`config.mk`:
```
export PLATFORM = sky130hd
export DESIGN_NAME = qftv_div
export DESIGN_NICKNAME = d
export VERILOG_FILES = /design/src/hdl/qftv_div.sv
export SDC_FILE = /design/constraint.sdc
export NUM_CORES = 2
export LEC_CHECK = 0
export BUFFER_PORTS_ARGS = -buffer_cell sky130_fd_sc_hd__buf_2
export CORE_MARGIN = 5
export CORE_UTILIZATION = 50
export DETAILED_ROUTE_END_ITERATION = 16
export PLACE_DENSITY_LB_ADDON = 0.08
export SLEW_MARGIN = 20
export SYNTH_ARGS = -nofsm -noshare
export SYNTH_HDL_FRONTEND = slang
export SYNTH_SLANG_ARGS = --single-unit
```
`constraint.sdc`:
```
create_clock -name clk -period 4.45 [get_ports clk]
set_clock_uncertainty 0.1 [all_clocks]
set_input_delay 0.89 -clock clk [delete_from_list [all_inputs] [get_ports clk]]
set_output_delay 0.89 -clock clk [all_outputs]
set_load 0.01 [all_outputs]
```
`src/hdl/qftv_div.sv`:
```
`default_nettype none
module qftv_div #(
  parameter int NUM_W = 60,
  parameter int DEN_W = 31,
  parameter int Q_W   = 31,
  parameter int TAG_W = 1
) (
  input  logic             clk,
  input  logic             rst,
  input  logic             in_vld,
  input  logic [NUM_W-1:0] num_in,
  input  logic [DEN_W-1:0] den_in,
  input  logic [TAG_W-1:0] tag_in,
  output logic             out_vld,
  output logic [Q_W-1:0]   quo_out,
  output logic [TAG_W-1:0] tag_out
);
  logic [DEN_W-1:0] rem [Q_W+1];
  logic [DEN_W-1:0] den [Q_W+1];
  logic [Q_W-1:0]   lo  [Q_W+1];
  logic [Q_W-1:0]   quo [Q_W+1];
  logic [TAG_W-1:0] tag [Q_W+1];
  logic             vld [Q_W+1];

  // upper numerator bits seed the remainder, quotient fits q_w bits
  assign rem[0] = DEN_W'(num_in[NUM_W-1:Q_W]);
  assign den[0] = den_in;
  assign lo[0]  = num_in[Q_W-1:0];
  assign quo[0] = '0;
  assign tag[0] = tag_in;
  assign vld[0] = in_vld;

  // restoring step, one quotient bit per stage
  for (genvar k = 0; k < Q_W; k++) begin : g_stage
    logic [DEN_W:0] rs;
    logic [DEN_W:0] dx;
    logic           ge;

    always_comb begin
      rs = {rem[k], lo[k][Q_W-1]};
      dx = {1'b0, den[k]};
      ge = rs >= dx;
    end

    always_ff @(posedge clk) begin
      if (rst) begin
        vld[k+1] <= 1'b0;
      end else begin
        vld[k+1] <= vld[k];
      end
    end

    always_ff @(posedge clk) begin
      rem[k+1] <= ge ? DEN_W'(rs - dx) : rs[DEN_W-1:0];
      den[k+1] <= den[k];
      lo[k+1]  <= {lo[k][Q_W-2:0], 1'b0};
      quo[k+1] <= {quo[k][Q_W-2:0], ge};
      tag[k+1] <= tag[k];
    end
  end

  assign out_vld = vld[Q_W];
  assign quo_out = quo[Q_W];
  assign tag_out = tag[Q_W];
endmodule
`default_nettype wire

```
# Word level (Yosys, flattened, before mapping)
# Index checks and enable logic that the tools add are counted.
# op_classes
addsub	30
order_cmp	31
mux	30
# op_table
cell	n
$ge A32 B31 Y1	30
$mux W31	29
$sub A31 B31 Y31	29
$ge A30 B31 Y1	1
$sub A30 B31 Y31	1
$mux W30	1
# word_totals
ff_bits	2883
in_bits	95
output_inout_bits	33
elab_cells	275

# Depth between registers and ports, before layout
# depth
ltp_word	2
mapped_depth	16
ltp_nobuf	14

# Worst setup path after synthesis
# No wires, ideal clock.
# synth_path
path_type	input-to-reg
from	input den_in[5]
to	register rem, in the netlist g_stage[1].rs[23]
setup_time_ps	121
t_arrival_ps	3484
required_time_ps	4229
path_slack_ps	745
cell_stages	14
n_path_buf	2
path_cell_list	inv_1 -> ha_1 -> clkbuf_1 -> nand3_1 -> a21boi_0 -> a41oi_1 -> a21oi_1 -> nor3_1 -> nor3_1 -> nor2_1 -> o211ai_1 -> a22o_1 -> buf_1 -> mux2_2
# synth_between
elab_chain_cells	2
word_cells_on_any_way	3
cone_classes	add/sub: 1; order compare: 1; mux: 1
# synth_rtl
element	line_no	text
start: declaration	12	input logic [DEN_W-1:0] den_in,
$ge A30 B31 Y1	42	ge = rs >= dx;
named net g_stage[0].ge	37	logic ge;
$mux W30	54	rem[k+1] <= ge ? DEN_W'(rs - dx) : rs[DEN_W-1:0];
end signal: indexed assignment	54	
end: declaration	18	logic [DEN_W-1:0] rem [Q_W+1];
# The timed path passes the listed nets, and every way through them passes these cells.
# A chain may end at the register's enable or synchronous reset.

# Worst setup path in the final report
# layout_path
from	register den[281] in the netlist's numbering
to	register rem, in the netlist g_stage[23].rs[14]
# layout_between
elab_chain_cells	2
word_cells_on_any_way	3
cone_classes	add/sub: 1; order compare: 1; mux: 1
# layout_rtl
element	line_no	text
start: declaration	19	logic [DEN_W-1:0] den [Q_W+1];
start signal: indexed assignment	55	den[k+1] <= den[k];
$sub A31 B31 Y31 / $ge A32 B31 Y1 (equally long branches)	54, 42	
$mux W31 *	54	
# Mark *: on every way between the ends. The rest lies on a longest branch, timed or not.

==> flow_summary.yaml <==
placement:
  place_congestion: 0.8712
  io_buffers: 127
  dpl.hpwl_microns: 208400
hold_path:
  holdPathEnd: "g_stage[1].rs[30]"
  min-delay-path-class: "in2reg"
  holdPathStages: 2
  hp-start: "num_in[59]"
worst_setup_path:
  ff2ff_path_depth: 12
  crit_fanout: 17
  start_kind: "flip-flop"
  r2r_start: "den[281]"
  required_ns: 5.13
  path_class: "reg2reg"
  crit_path_end_kind: "flip-flop"
  crit_slowest_cell: "or4_1"
  ff2ff_setup_slack_ns: 0.48
  critPathMaxStageDelay_ns: 0.84
  crit_arrival_ns: 4.65
  reg2reg_to: "g_stage[23].rs[14]"
  path_cells: "inv_1 > ha_1 > nor2b_1 > o21ai_0 > a21o_1 > a211oi_1 > nand4b_1 > o211ai_1 > a21oi_1 > or4_1 > buf_4 > mux2_2"
yosys:
  synth.avg_cell_area_sq_um: 9.924
  synth_top_cell_by_area: "dfxtp_1"
  netlist_area_sq_mm: 0.1176
  synth_cell_types: 84
  yosysSeqAreaShare_pct: 49.09
  ys.flop_type: "dfxtp_1"
  netlist.area_leader.share_pct: 49.09
  ys_ff_latch: 2883
  synth_area_leaders: "dfxtp_1 49%, ha_1 10%, mux2_2 4.1%"
  syn_nets: 12930
  synthCells: 11850
  yosys_warnings: 0
  synth_edf_count: 0
  async_flop_share_pct: 0
drt:
  wl_per_cell_microns: 17.28
  top_layer_used: "met5"
  drcViolationCount: 0
  ant_nets: 0
  wl_met3_microns: 9811
  viasPerCell: 5.242
  drt-initial-drc-count: 4456
  wirelength_met1_microns: 112100
  drt_pre_antenna_iters: 6
  wirelength_microns: 268400
  num_vias: 81420
  wl_met2_microns: 137500
floorplanning:
  die_w_microns: 494.9
  ios: 128
  dieArea_sq_mm: 0.2449
  die_h_microns: 494.9
  core_region_area_sq_mm: 0.2347
  start_util_pct: 50.08
  num_rows: 178
clock_tree:
  path_clk_slew_ns: 0.06
  post-cts-setup-buffers: 0
  cts_tree: "yes"
  clock_sinks: 2883
  cts-htree-levels: 5
  clock_latency_ns: 0.91
  cts_made_buffers: 309
  root_buffer: "clkbuf_16"
  cts_buffer_depth: 4
timing:
  fin_crit_ns: 3.968
  final-setup-viol-count: 0
  final_max_slew_viol_count: 0
  fin_crit_sh_pct: 89.18
  fmax_mhz: 252.0
  fin_tns_setup_ns: 0
  relSlewSlack_pct: 29.14
  hold_viol_final: 0
  tightest_slew_ns: 1.036
  grt_setup_unrepaired: "no"
finish:
  syn2layout_area_growth_pct: 12.98
  fin_nets: 13240
  drive_above_1_share_pct: 9.865
global_routing:
  antenna_found_initial: 16
  grt_start_max_net_pins: 54
  grt_pass1_wl_microns: 426500
  grt_pass1_vias: 80600
  overflow: 0
  gr-usage-all-layers_pct: 21.40
power_and_ir_drop:
  leakagePower_uw: 0.06153
  power_density_mw_per_mm2: 846.0
  p_total_uw: 112400
  ir_drop_v: 0.0004139
run_status:
  outcome: "finished, final reports clean"
flow_run:
  maxCapViolations: 0
[placed cells by master (no fill, tap or decap), types with 327 or more instances in the layout]
| cell | n |
|---|---|
| dfxtp_1 | 2883 |
| inv_1 | 1196 |
| ha_1 | 960 |
| a21oi_1 | 879 |
| nand2_1 | 759 |
| o21ai_0 | 717 |
| nor2_1 | 572 |
| a21o_1 | 480 |
| xnor2_1 | 459 |
| mux2_2 | 433 |
| xor2_1 | 327 |
[cell type report]
class                      count  area (sq um)
antenna                        4         10.01
clock buffer                 416          8728
clock inverter               117          1634
fill                       20590        101900
inverter                    1196          4489
multi-input combinational   7494         54300
sequential                  2883         57720
tap                         3150          3941
timing repair buffer         271          2009
[metrics by stage]
step	area, sq um	hold slack [ns]	instances	setup WS, ns	util, %
global route	132800	0.07213	15530	0.1560	56.58
detailed placement	121800	0.2121	14930	0.3639	51.90
finish	132800	0.1363	15530	0.4816	56.59
floorplan	117600	0.2096	11850	0.7450	-
global placement	121800	0.2097	14930	0.3969	51.90
CTS	132800	0.06156	15530	0.4493	56.58
[critical path: cells and delay by family (launching register included)]
kind | cells | cell delay [ns]
multiplexers | 1 | 0.29
AND/OR/NAND/NOR | 3 | 1.34
buffers and inverters | 2 | 0.44
adder cells (fa/ha/maj) | 1 | 0.37
flip-flops | 1 | 0.42
AO/OA/AOI/OAI | 5 | 0.87
[layer usage]
metal | global-route usage [%] | up-vias
li1 | - | 41360
met1 | 25.43 | 37870
met2 | 39.74 | 1617
met3 | 2.788 | 563
met4 | 7.013 | 4
met5 | 0 | -
[Yosys cell counts (13+ instances only)]
cell type  number
nor2b_1       157
fa_1           30
a221oi_1       17
a211o_1        26
nand3_1       165
o41ai_1        16
clkbuf_1      193
dfxtp_1      2883
inv_1        1196
mux2i_1        38
o2111ai_1      14
a211oi_1       64
nor4b_1        14
a21o_1        480
o31a_1         38
or2_2          33
o21ai_0       717
and4_1         24
xnor2_1       459
buf_4          34
buf_1          30
nand2b_1      106
nand2_1       759
ha_1          960
nor2_1        572
nand4_1       142
a31o_2         16
xor2_1        327
a21boi_0       29
o31ai_1        70
a31oi_1        90
nor4_1         26
or3_1          36
and3_1         87
o21bai_1      113
o211ai_1       42
o21a_1        130
and2_1         26
o22ai_1        13
mux2_2        433
a21oi_1       879
a311oi_1       14
nor3_1        132
nor3b_1        14
a2111oi_0      18
[sequential cells by signal (all words and copies together) (netlist names)]
name        count
out_vld         1
quo           465
vld            30
tag_out         1
quo_out        31
g_stage.rs    960
tag            30
den           930
lo            435
[worst max path at each step]
| stage | startpoint | to | depth (start not counted) |
|---|---|---|---|
| 2_1_floorplan | den_in[5] | g_stage[1].rs[23] | 14 |
| 3_3_place_gp | num_in[30] | g_stage[1].rs[29] | 15 |
| 3_5_place_dp | num_in[30] | g_stage[1].rs[29] | 15 |
| 4_1_cts | g_stage[6].rs[0] | g_stage[7].rs[5] | 15 |
| 5_1_grt | g_stage[18].rs[0] | g_stage[19].rs[12] | 15 |
| 6_report | den[281] | g_stage[23].rs[14] | 12 |
[kinds of logic (layout without fill, tap and decap cells)]
group | count (synthesis) | after routing | synth area share, %
xor gates and xnor gates | 786 | 786 | 5.855
buffers and inverters | 1470 | 2000 | 4.857
AOI/OAI and AO/OA | 2907 | 2907 | 15.45
DFF | 2883 | 2883 | 49.09
adders and majority gates | 990 | 990 | 10.73
and+or+nand+nor | 2329 | 2329 | 9.415
other | 0 | 4 | 0
muxes | 482 | 482 | 4.605
[report_power, final]
part | switching, uW | leakage [uW] | internal [uW]
sequential | 4340 | 0.0243 | 33500
clock | 10000 | 0.00506 | 15700
combinational | 26300 | 0.0322 | 22500
[what timing repair did]
action | CTS | global route
endpoints found under the hold margin | 62 | 0
resized for setup | 0 | 0
hold buffers | 62 | 0
Note: power is estimated with default switching activity, not from simulation.
