==> src/hdl/qftv_sqrt.sv <==
`default_nettype none
module qftv_sqrt #(
  parameter int OUT_W = 32,
  parameter int TAG_W = 1
) (
  input  logic               clk,
  input  logic               rst,
  input  logic               in_vld,
  input  logic [2*OUT_W-1:0] rad_in,
  input  logic [TAG_W-1:0]   tag_in,
  output logic               out_vld,
  output logic [OUT_W-1:0]   root_out,
  output logic [TAG_W-1:0]   tag_out
);
  localparam int IN_W  = 2 * OUT_W;
  localparam int REM_W = OUT_W + 1;

  logic [REM_W-1:0] rem  [OUT_W+1];
  logic [OUT_W-1:0] root [OUT_W+1];
  logic [IN_W-1:0]  rad  [OUT_W+1];
  logic [TAG_W-1:0] tag  [OUT_W+1];
  logic             vld  [OUT_W+1];

  // stage zero is the input
  assign rem[0]  = '0;
  assign root[0] = '0;
  assign rad[0]  = rad_in;
  assign tag[0]  = tag_in;
  assign vld[0]  = in_vld;

  // one root bit per stage
  for (genvar k = 0; k < OUT_W; k++) begin : g_stage
    logic [REM_W+1:0] rs;
    logic [REM_W+1:0] trial;
    logic             ge;

    always_comb begin
      rs    = {rem[k], rad[k][IN_W-1 -: 2]};
      trial = {1'b0, root[k], 2'b01};
      ge    = rs >= trial;
    end

    always_ff @(posedge clk) begin
      if (rst) begin
        vld[k+1] <= 1'b0;
      end else begin
        vld[k+1] <= vld[k];
      end
    end

    always_ff @(posedge clk) begin
      rem[k+1]  <= ge ? REM_W'(rs - trial) : rs[REM_W-1:0];
      root[k+1] <= {root[k][OUT_W-2:0], ge};
      rad[k+1]  <= {rad[k][IN_W-3:0], 2'b00};
      tag[k+1]  <= tag[k];
    end
  end

  assign out_vld  = vld[OUT_W];
  assign root_out = root[OUT_W];
  assign tag_out  = tag[OUT_W];
endmodule
`default_nettype wire

==> config.mk <==
export PLATFORM = sky130hd
export DESIGN_NAME = qftv_sqrt
export DESIGN_NICKNAME = d
export VERILOG_FILES = /design/src/hdl/qftv_sqrt.sv
export SDC_FILE = /design/constraint.sdc
export NUM_CORES = 2
export LEC_CHECK = 0
export ABC_CLOCK_PERIOD_IN_PS = 3800
export CORE_UTILIZATION = 54
export DETAILED_ROUTE_END_ITERATION = 12
export DONT_BUFFER_PORTS = 1
export PLACE_DENSITY = 0.69
export SLEW_MARGIN = 5
export SYNTH_ARGS = -nofsm -noshare
export SYNTH_HDL_FRONTEND = slang
export SYNTH_SLANG_ARGS = --single-unit
==> constraint.sdc <==
create_clock -name clk -period 3.8 [get_ports clk]
set_clock_uncertainty 0.15 [all_clocks]
set_input_delay 0.19 -clock clk [delete_from_list [all_inputs] [get_ports clk]]
set_output_delay 0.19 -clock clk [all_outputs]
set_load 0.1 [all_outputs]
== Word-level counts from Yosys, hierarchy flattened ==
Index checks and enable logic that the tools add are counted.

* $lt $le $gt $ge: 32
* Add/sub/neg operators: 31
* Muxes and demuxes: 31

{| class="wikitable"
|+ Operators by type and width
! cell !! count
|-
| two-way mux 33 bit || 30
|-
| greater-or-equal comparator 35 x 10 -> 1 bit || 1
|-
| greater-or-equal comparator 35 x 11 -> 1 bit || 1
|-
| greater-or-equal comparator 35 x 12 -> 1 bit || 1
|-
| greater-or-equal comparator 35 x 13 -> 1 bit || 1
|-
| greater-or-equal comparator 35 x 14 -> 1 bit || 1
|-
| greater-or-equal comparator 35 x 15 -> 1 bit || 1
|-
| greater-or-equal comparator 35 x 16 -> 1 bit || 1
|-
| greater-or-equal comparator 35 x 17 -> 1 bit || 1
|-
| greater-or-equal comparator 35 x 18 -> 1 bit || 1
|-
| greater-or-equal comparator 35 x 19 -> 1 bit || 1
|-
| greater-or-equal comparator 35 x 20 -> 1 bit || 1
|-
| greater-or-equal comparator 35 x 21 -> 1 bit || 1
|-
| greater-or-equal comparator 35 x 22 -> 1 bit || 1
|-
| greater-or-equal comparator 35 x 23 -> 1 bit || 1
|-
| greater-or-equal comparator 35 x 24 -> 1 bit || 1
|-
| greater-or-equal comparator 35 x 25 -> 1 bit || 1
|-
| greater-or-equal comparator 35 x 26 -> 1 bit || 1
|-
| greater-or-equal comparator 35 x 27 -> 1 bit || 1
|-
| greater-or-equal comparator 35 x 28 -> 1 bit || 1
|-
| greater-or-equal comparator 35 x 29 -> 1 bit || 1
|-
| greater-or-equal comparator 35 x 3 -> 1 bit || 1
|-
| greater-or-equal comparator 35 x 30 -> 1 bit || 1
|-
| greater-or-equal comparator 35 x 31 -> 1 bit || 1
|-
| other kinds (41) || 41
|}

* Bits in registers: 2577
* Input port bits: 68
* Output and inout bits: 34

== Longest topological paths before layout ==
* Depth after elaboration: 2
* Gate-level depth with buffers: 14
* Mapped depth without buffers: 12

== Least setup slack after synthesis ==
OpenSTA, ideal clock, no wires.

* Path kind: register to register
* From: register root (netlist bit g_stage[24].trial[7])
* To: register rem (netlist bit g_stage[25].rs[25])
* Path slack: 0.396 ns
* Clock period less this slack: 3.404 ns
* Stages on the path, launching flop included: 13
* Data arrival time: 3.133 ns
* Setup time: 0.121 ns
* Cells stage by stage: dfxtp_1 > inv_1 > ha_1 > and3_1 > and3_1 > a211oi_1 > o41ai_1 > or3_1 > a31oi_1 > and3_1 > clkbuf_1 > buf_2 > mux2_2

* Longest elaborated chain between the ends: 2
* Elaborated cells on any way between the ends: 3
* Those cells by class: add/sub: 1; order compare: 1; mux: 1

{| class="wikitable"
|+ RTL lines
! item !! line !! RTL
|-
| start, declared || 19 || <nowiki>logic [OUT_W-1:0] root [OUT_W+1];</nowiki>
|-
| start signal, assigned by index || 53 || <nowiki>root[k+1] <= {root[k][OUT_W-2:0], ge};</nowiki>
|-
| subtractor 33 x 26 -> 33 bit / greater-or-equal comparator 35 x 26 -> 1 bit (equally long branches) || 52, 40 ||
|-
| two-way mux 33 bit (*) || 52 || <nowiki>rem[k+1] <= ge ? REM_W'(rs - trial) : rs[REM_W-1:0];</nowiki>
|-
| end signal, assigned by index || 52 ||
|-
| end, declared || 18 || <nowiki>logic [REM_W-1:0] rem [OUT_W+1];</nowiki>
|}

Every way passes the cells marked *; elsewhere a longest branch is shown, timed or not.
A chain may end at the register's enable or synchronous reset.

== Worst setup path in the final report ==
* From: register root (netlist bit g_stage[29].trial[9])
* To: register rem (netlist bit g_stage[30].rs[30])

* Longest elaborated chain between the ends: 2
* Elaborated cells on any way between the ends: 3
* Those cells by class: add/sub: 1; order compare: 1; mux: 1

{| class="wikitable"
|+ RTL lines
! item !! line
|-
| subtractor 33 x 31 -> 33 bit / greater-or-equal comparator 35 x 31 -> 1 bit (equally long branches) || 52, 40
|-
| two-way mux 33 bit (*) || 52
|}

Marks and branches as above.

==> impl_metrics.tcl <==
set metrics [dict create \
    clockPowerShare_pct 34.6 \
    status "complete, no violations" \
    drive_gt1_share_pct 7.20 \
    yosys.area_share.xor_xnor_pct 7.47 \
    area_growth_pct 13.9 \
    post-cts-setup-buffers 0 \
    yosysTopAreaCell "dfxtp_1" \
    hold_start "rad[1131]" \
    synthCells 9118 \
    yosys_most_used_dff "dfxtp_1" \
    hold-path-cell-count 0 \
    grt_remaining_overflow 0 \
    clock_path_buffers 3 \
    relSlewSlack_pct 29.0 \
    grt_setup_unrepaired "false" \
    cap_violations 0 \
    cellPowerDensity_mw_per_mm2 674 \
    synthDistinctLibCells 88 \
    post-route-min-period_ps 3600 \
    antenna_found_initial 3 \
    critPathCaptureType "flop" \
    slew_violations 0 \
    setup_tns_ps 0 \
    grt_max_degree 53 \
    grt_pass1_vias 62095 \
    synth_seq_cells 2559 \
    hold_end "rad[1069]" \
    crit_buf_inv 3 \
    clock_latency_ps 880 \
    synth_mux_area_share_pct 1.50 \
    hold_class "reg2reg" \
    rows 151 \
    nets 10043 \
    dp_slack_ps 265 \
    die_h_um 417 \
    async_reset_ff_share_pct 0 \
    dr_total_vias 63029 \
    switching_share_pct 28.3 \
    critPathMaxFanout 26 \
    dp.cells 11333 \
    setup_violations 0 \
    reg2reg_to "g_stage[30].rs[30]" \
    start_util_pct 54.7 \
    core_mm2 0.170 \
    numClockSinks 2559 \
    fill_cells 13849 \
    whs_ps 138 \
    r2r-start "g_stage[29].trial[9]" \
    netlist_area_mm2 0.0931 \
    synth-compound-area-share_pct 12.3 \
    p_leak_uw 0.0495 \
    yosysSeqAreaShare_pct 55.0 \
    synth_fa_ha_area_share_pct 7.54 \
    p_int_uw 51200 \
    grt_util_all_layers_pct 22.2 \
    ant_nets 0 \
    power_frac_seq_pct 48.7 \
    grt_pass1_wl_um 316000 \
    wl_per_cell_um 16.5 \
    synth_commonest_cells "dfxtp_1 (2,559), inv_1 (690), nand2_1 (603)" \
    drtIter0Drc 3854 \
    synth-edff-count 0 \
    cp-startpoint "g_stage[29].trial[9]" \
    routed_wl_um 196000 \
    syn-num-nets 9747 \
    first_pass_iters 5 \
    yosysMostFrequentCell "dfxtp_1" \
    vias_per_cell 5.29 \
    synth_top_family_by_area "simple AND/OR/NAND/NOR gates" \
    synth.yosys.warnings 0 \
    arrival_ps 4220 \
    critPathLaunchType "flop" \
    remaining_drc_errors 0 \
    critPathTopFamily "compound AO/OA/AOI/OAI gates" \
    hold_viol 0 \
    setup_slack_ps 198 \
    crit_type "reg2reg" \
    ios 102 \
    combPwrFrac_pct 16.7 \
    reg2reg_slack_ps 200 \
    cts_root_buf "clkbuf_16" \
    portBuffers 0 \
    gp_congestion 0.925 \
    fp.dieW_um 417 \
    ff2ff_path_depth 13 \
    period_share_pct 94.8 \
    path_cells "inv_1, ha_1, nand4_1, a211oi_1, a211oi_2, o31ai_1, a41oi_1, o21ai_1, a31oi_2, clkinv_1, buf_4, nor2_1, a21oi_1" \
    syn_area_per_cell_um2 10.2 \
    synth_area_leaders "dfxtp_1 (55%), ha_1 (7.5%), xor2_1 (3.8%), xnor2_1 (3.7%), a21oi_1 (3.1%)" \
    die-area_mm2 0.174 \
    slowest_stage "o31ai_1" \
    synth_simple_gate_area_share_pct 12.7 \
    worst_pin_slew_ps 1060 \
    synth_top_area_share_pct 55.0 \
    instances_no_fill 11911 \
    ctsHtreeMaxLevel 4 \
    dp_hpwl_um 147000 \
    switchingPower_uw 20200 \
    critPathMaxStageDelay_ps 510 \
    clock.fmax_ghz 0.278 \
    numCtsBuffers 239 \
    worst_ep_required_time_ps 4420 \
    peakVddDrop_uv 507 \
    cts.clk_slew.worst_paths_ps 60 \
    cts_tree "yes" \
]
-- routing by layer --
metal | track usage (%) | vias up | part of all wire (%)
li1 | - | 31896 | -
met1 | 27.8 | 29440 | 44
met2 | 39.0 | 1293 | 49
met3 | 3.14 | 400 | 4.0
met4 | 7.85 | 0 | 3.1
met5 | 0 | - | 0
-- flip-flops by register name, indices dropped and copies added (netlist names) --
register and count:
root_out 32, g_stage.trial 496, g_stage.rs 1037, tag 31
rad 930, tag_out 1, out_vld 1, vld 31
-- final cells by class --
class                      count  area, um2  share of cell area (%)
tap                         2295       2870                    2.71
inverter                     695       2610                    2.46
multi-input combinational   5702      38700                    36.5
timing repair buffer         217       2090                    1.97
clock inverter               106       1580                    1.49
sequential                  2559      51200                    48.3
clock buffer                 334       6890                    6.50
antenna                        3       7.51                 0.00708
-- placed cells by master (no fill, tap or decap), types with 59 or more instances in the layout --
master         netlist  final
dfxtp_1           2559   2559
inv_1              690    690
nand2_1            603    603
nor2_1             575    574
a21oi_1            574    574
ha_1               561    561
o21ai_0            467    467
xor2_1             403    403
xnor2_1            391    391
clkbuf_16            0    239
nor3_1             231    231
a21o_1             223    223
nand3_1            154    154
dlygate4sd3_1        0    135
nor4_1             130    130
nand2b_1           113    113
nor2b_1            112    112
mux2_2             111    111
nand4_1             97     97
o21a_1              94     94
or3_1               79     79
buf_4                1     72
and3_1              60     60
a31oi_1             59     59
-- power groups by stage --
stage                     combinational [uW]  sequential [uW]  clock (uW)
final                                  11900            34800       24700
after global routing                   13300            35200       26500
after CTS                              11900            34800       25400
after detailed placement               11700            35300           0
after global placement                 11500            35300           0
after floorplan                         9270            33900           0
-- worst max path at each step --
stage / to / slack, ps / cells after the start
floorplan: g_stage[25].rs[25] / 400 / 12
global placement: g_stage[30].rs[3] / 340 / 13
detailed placement: g_stage[8].rs[30] / 260 / 10
CTS: g_stage[8].rs[30] / 240 / 10
global route: g_stage[23].rs[31] / 10 / 11
finish: g_stage[30].rs[30] / 200 / 13
-- logic make-up (layout without fill, tap and decap cells) --
group	count (synthesis)	after routing
other	1	4
xor gates and xnor gates	794	794
DFF	2559	2559
AOI/OAI and AO/OA	1838	1838
adders and majority gates	561	561
and+or+nand+nor	2382	2382
buffers and inverters	857	1352
muxes	126	126
-- what timing repair did --
item,in CTS,in global routing
hold endpoints to repair,98,0
resized for setup,0,2
hold buffers,135,0
setup endpoints to repair,0,3
-- per-stage QoR --
stage / area (um2) / utilization (%) / power (uW)
final: 106000 / 62.3 / 71400
after global routing: 106000 / 62.2 / 75100
after CTS: 106000 / 62.2 / 72000
after detailed placement: 96100 / 56.5 / 47000
after global placement: 96100 / 56.5 / 46800
after floorplan: 93100 / - / 43200
No activity file was read; power rests on OpenSTA's default activity.
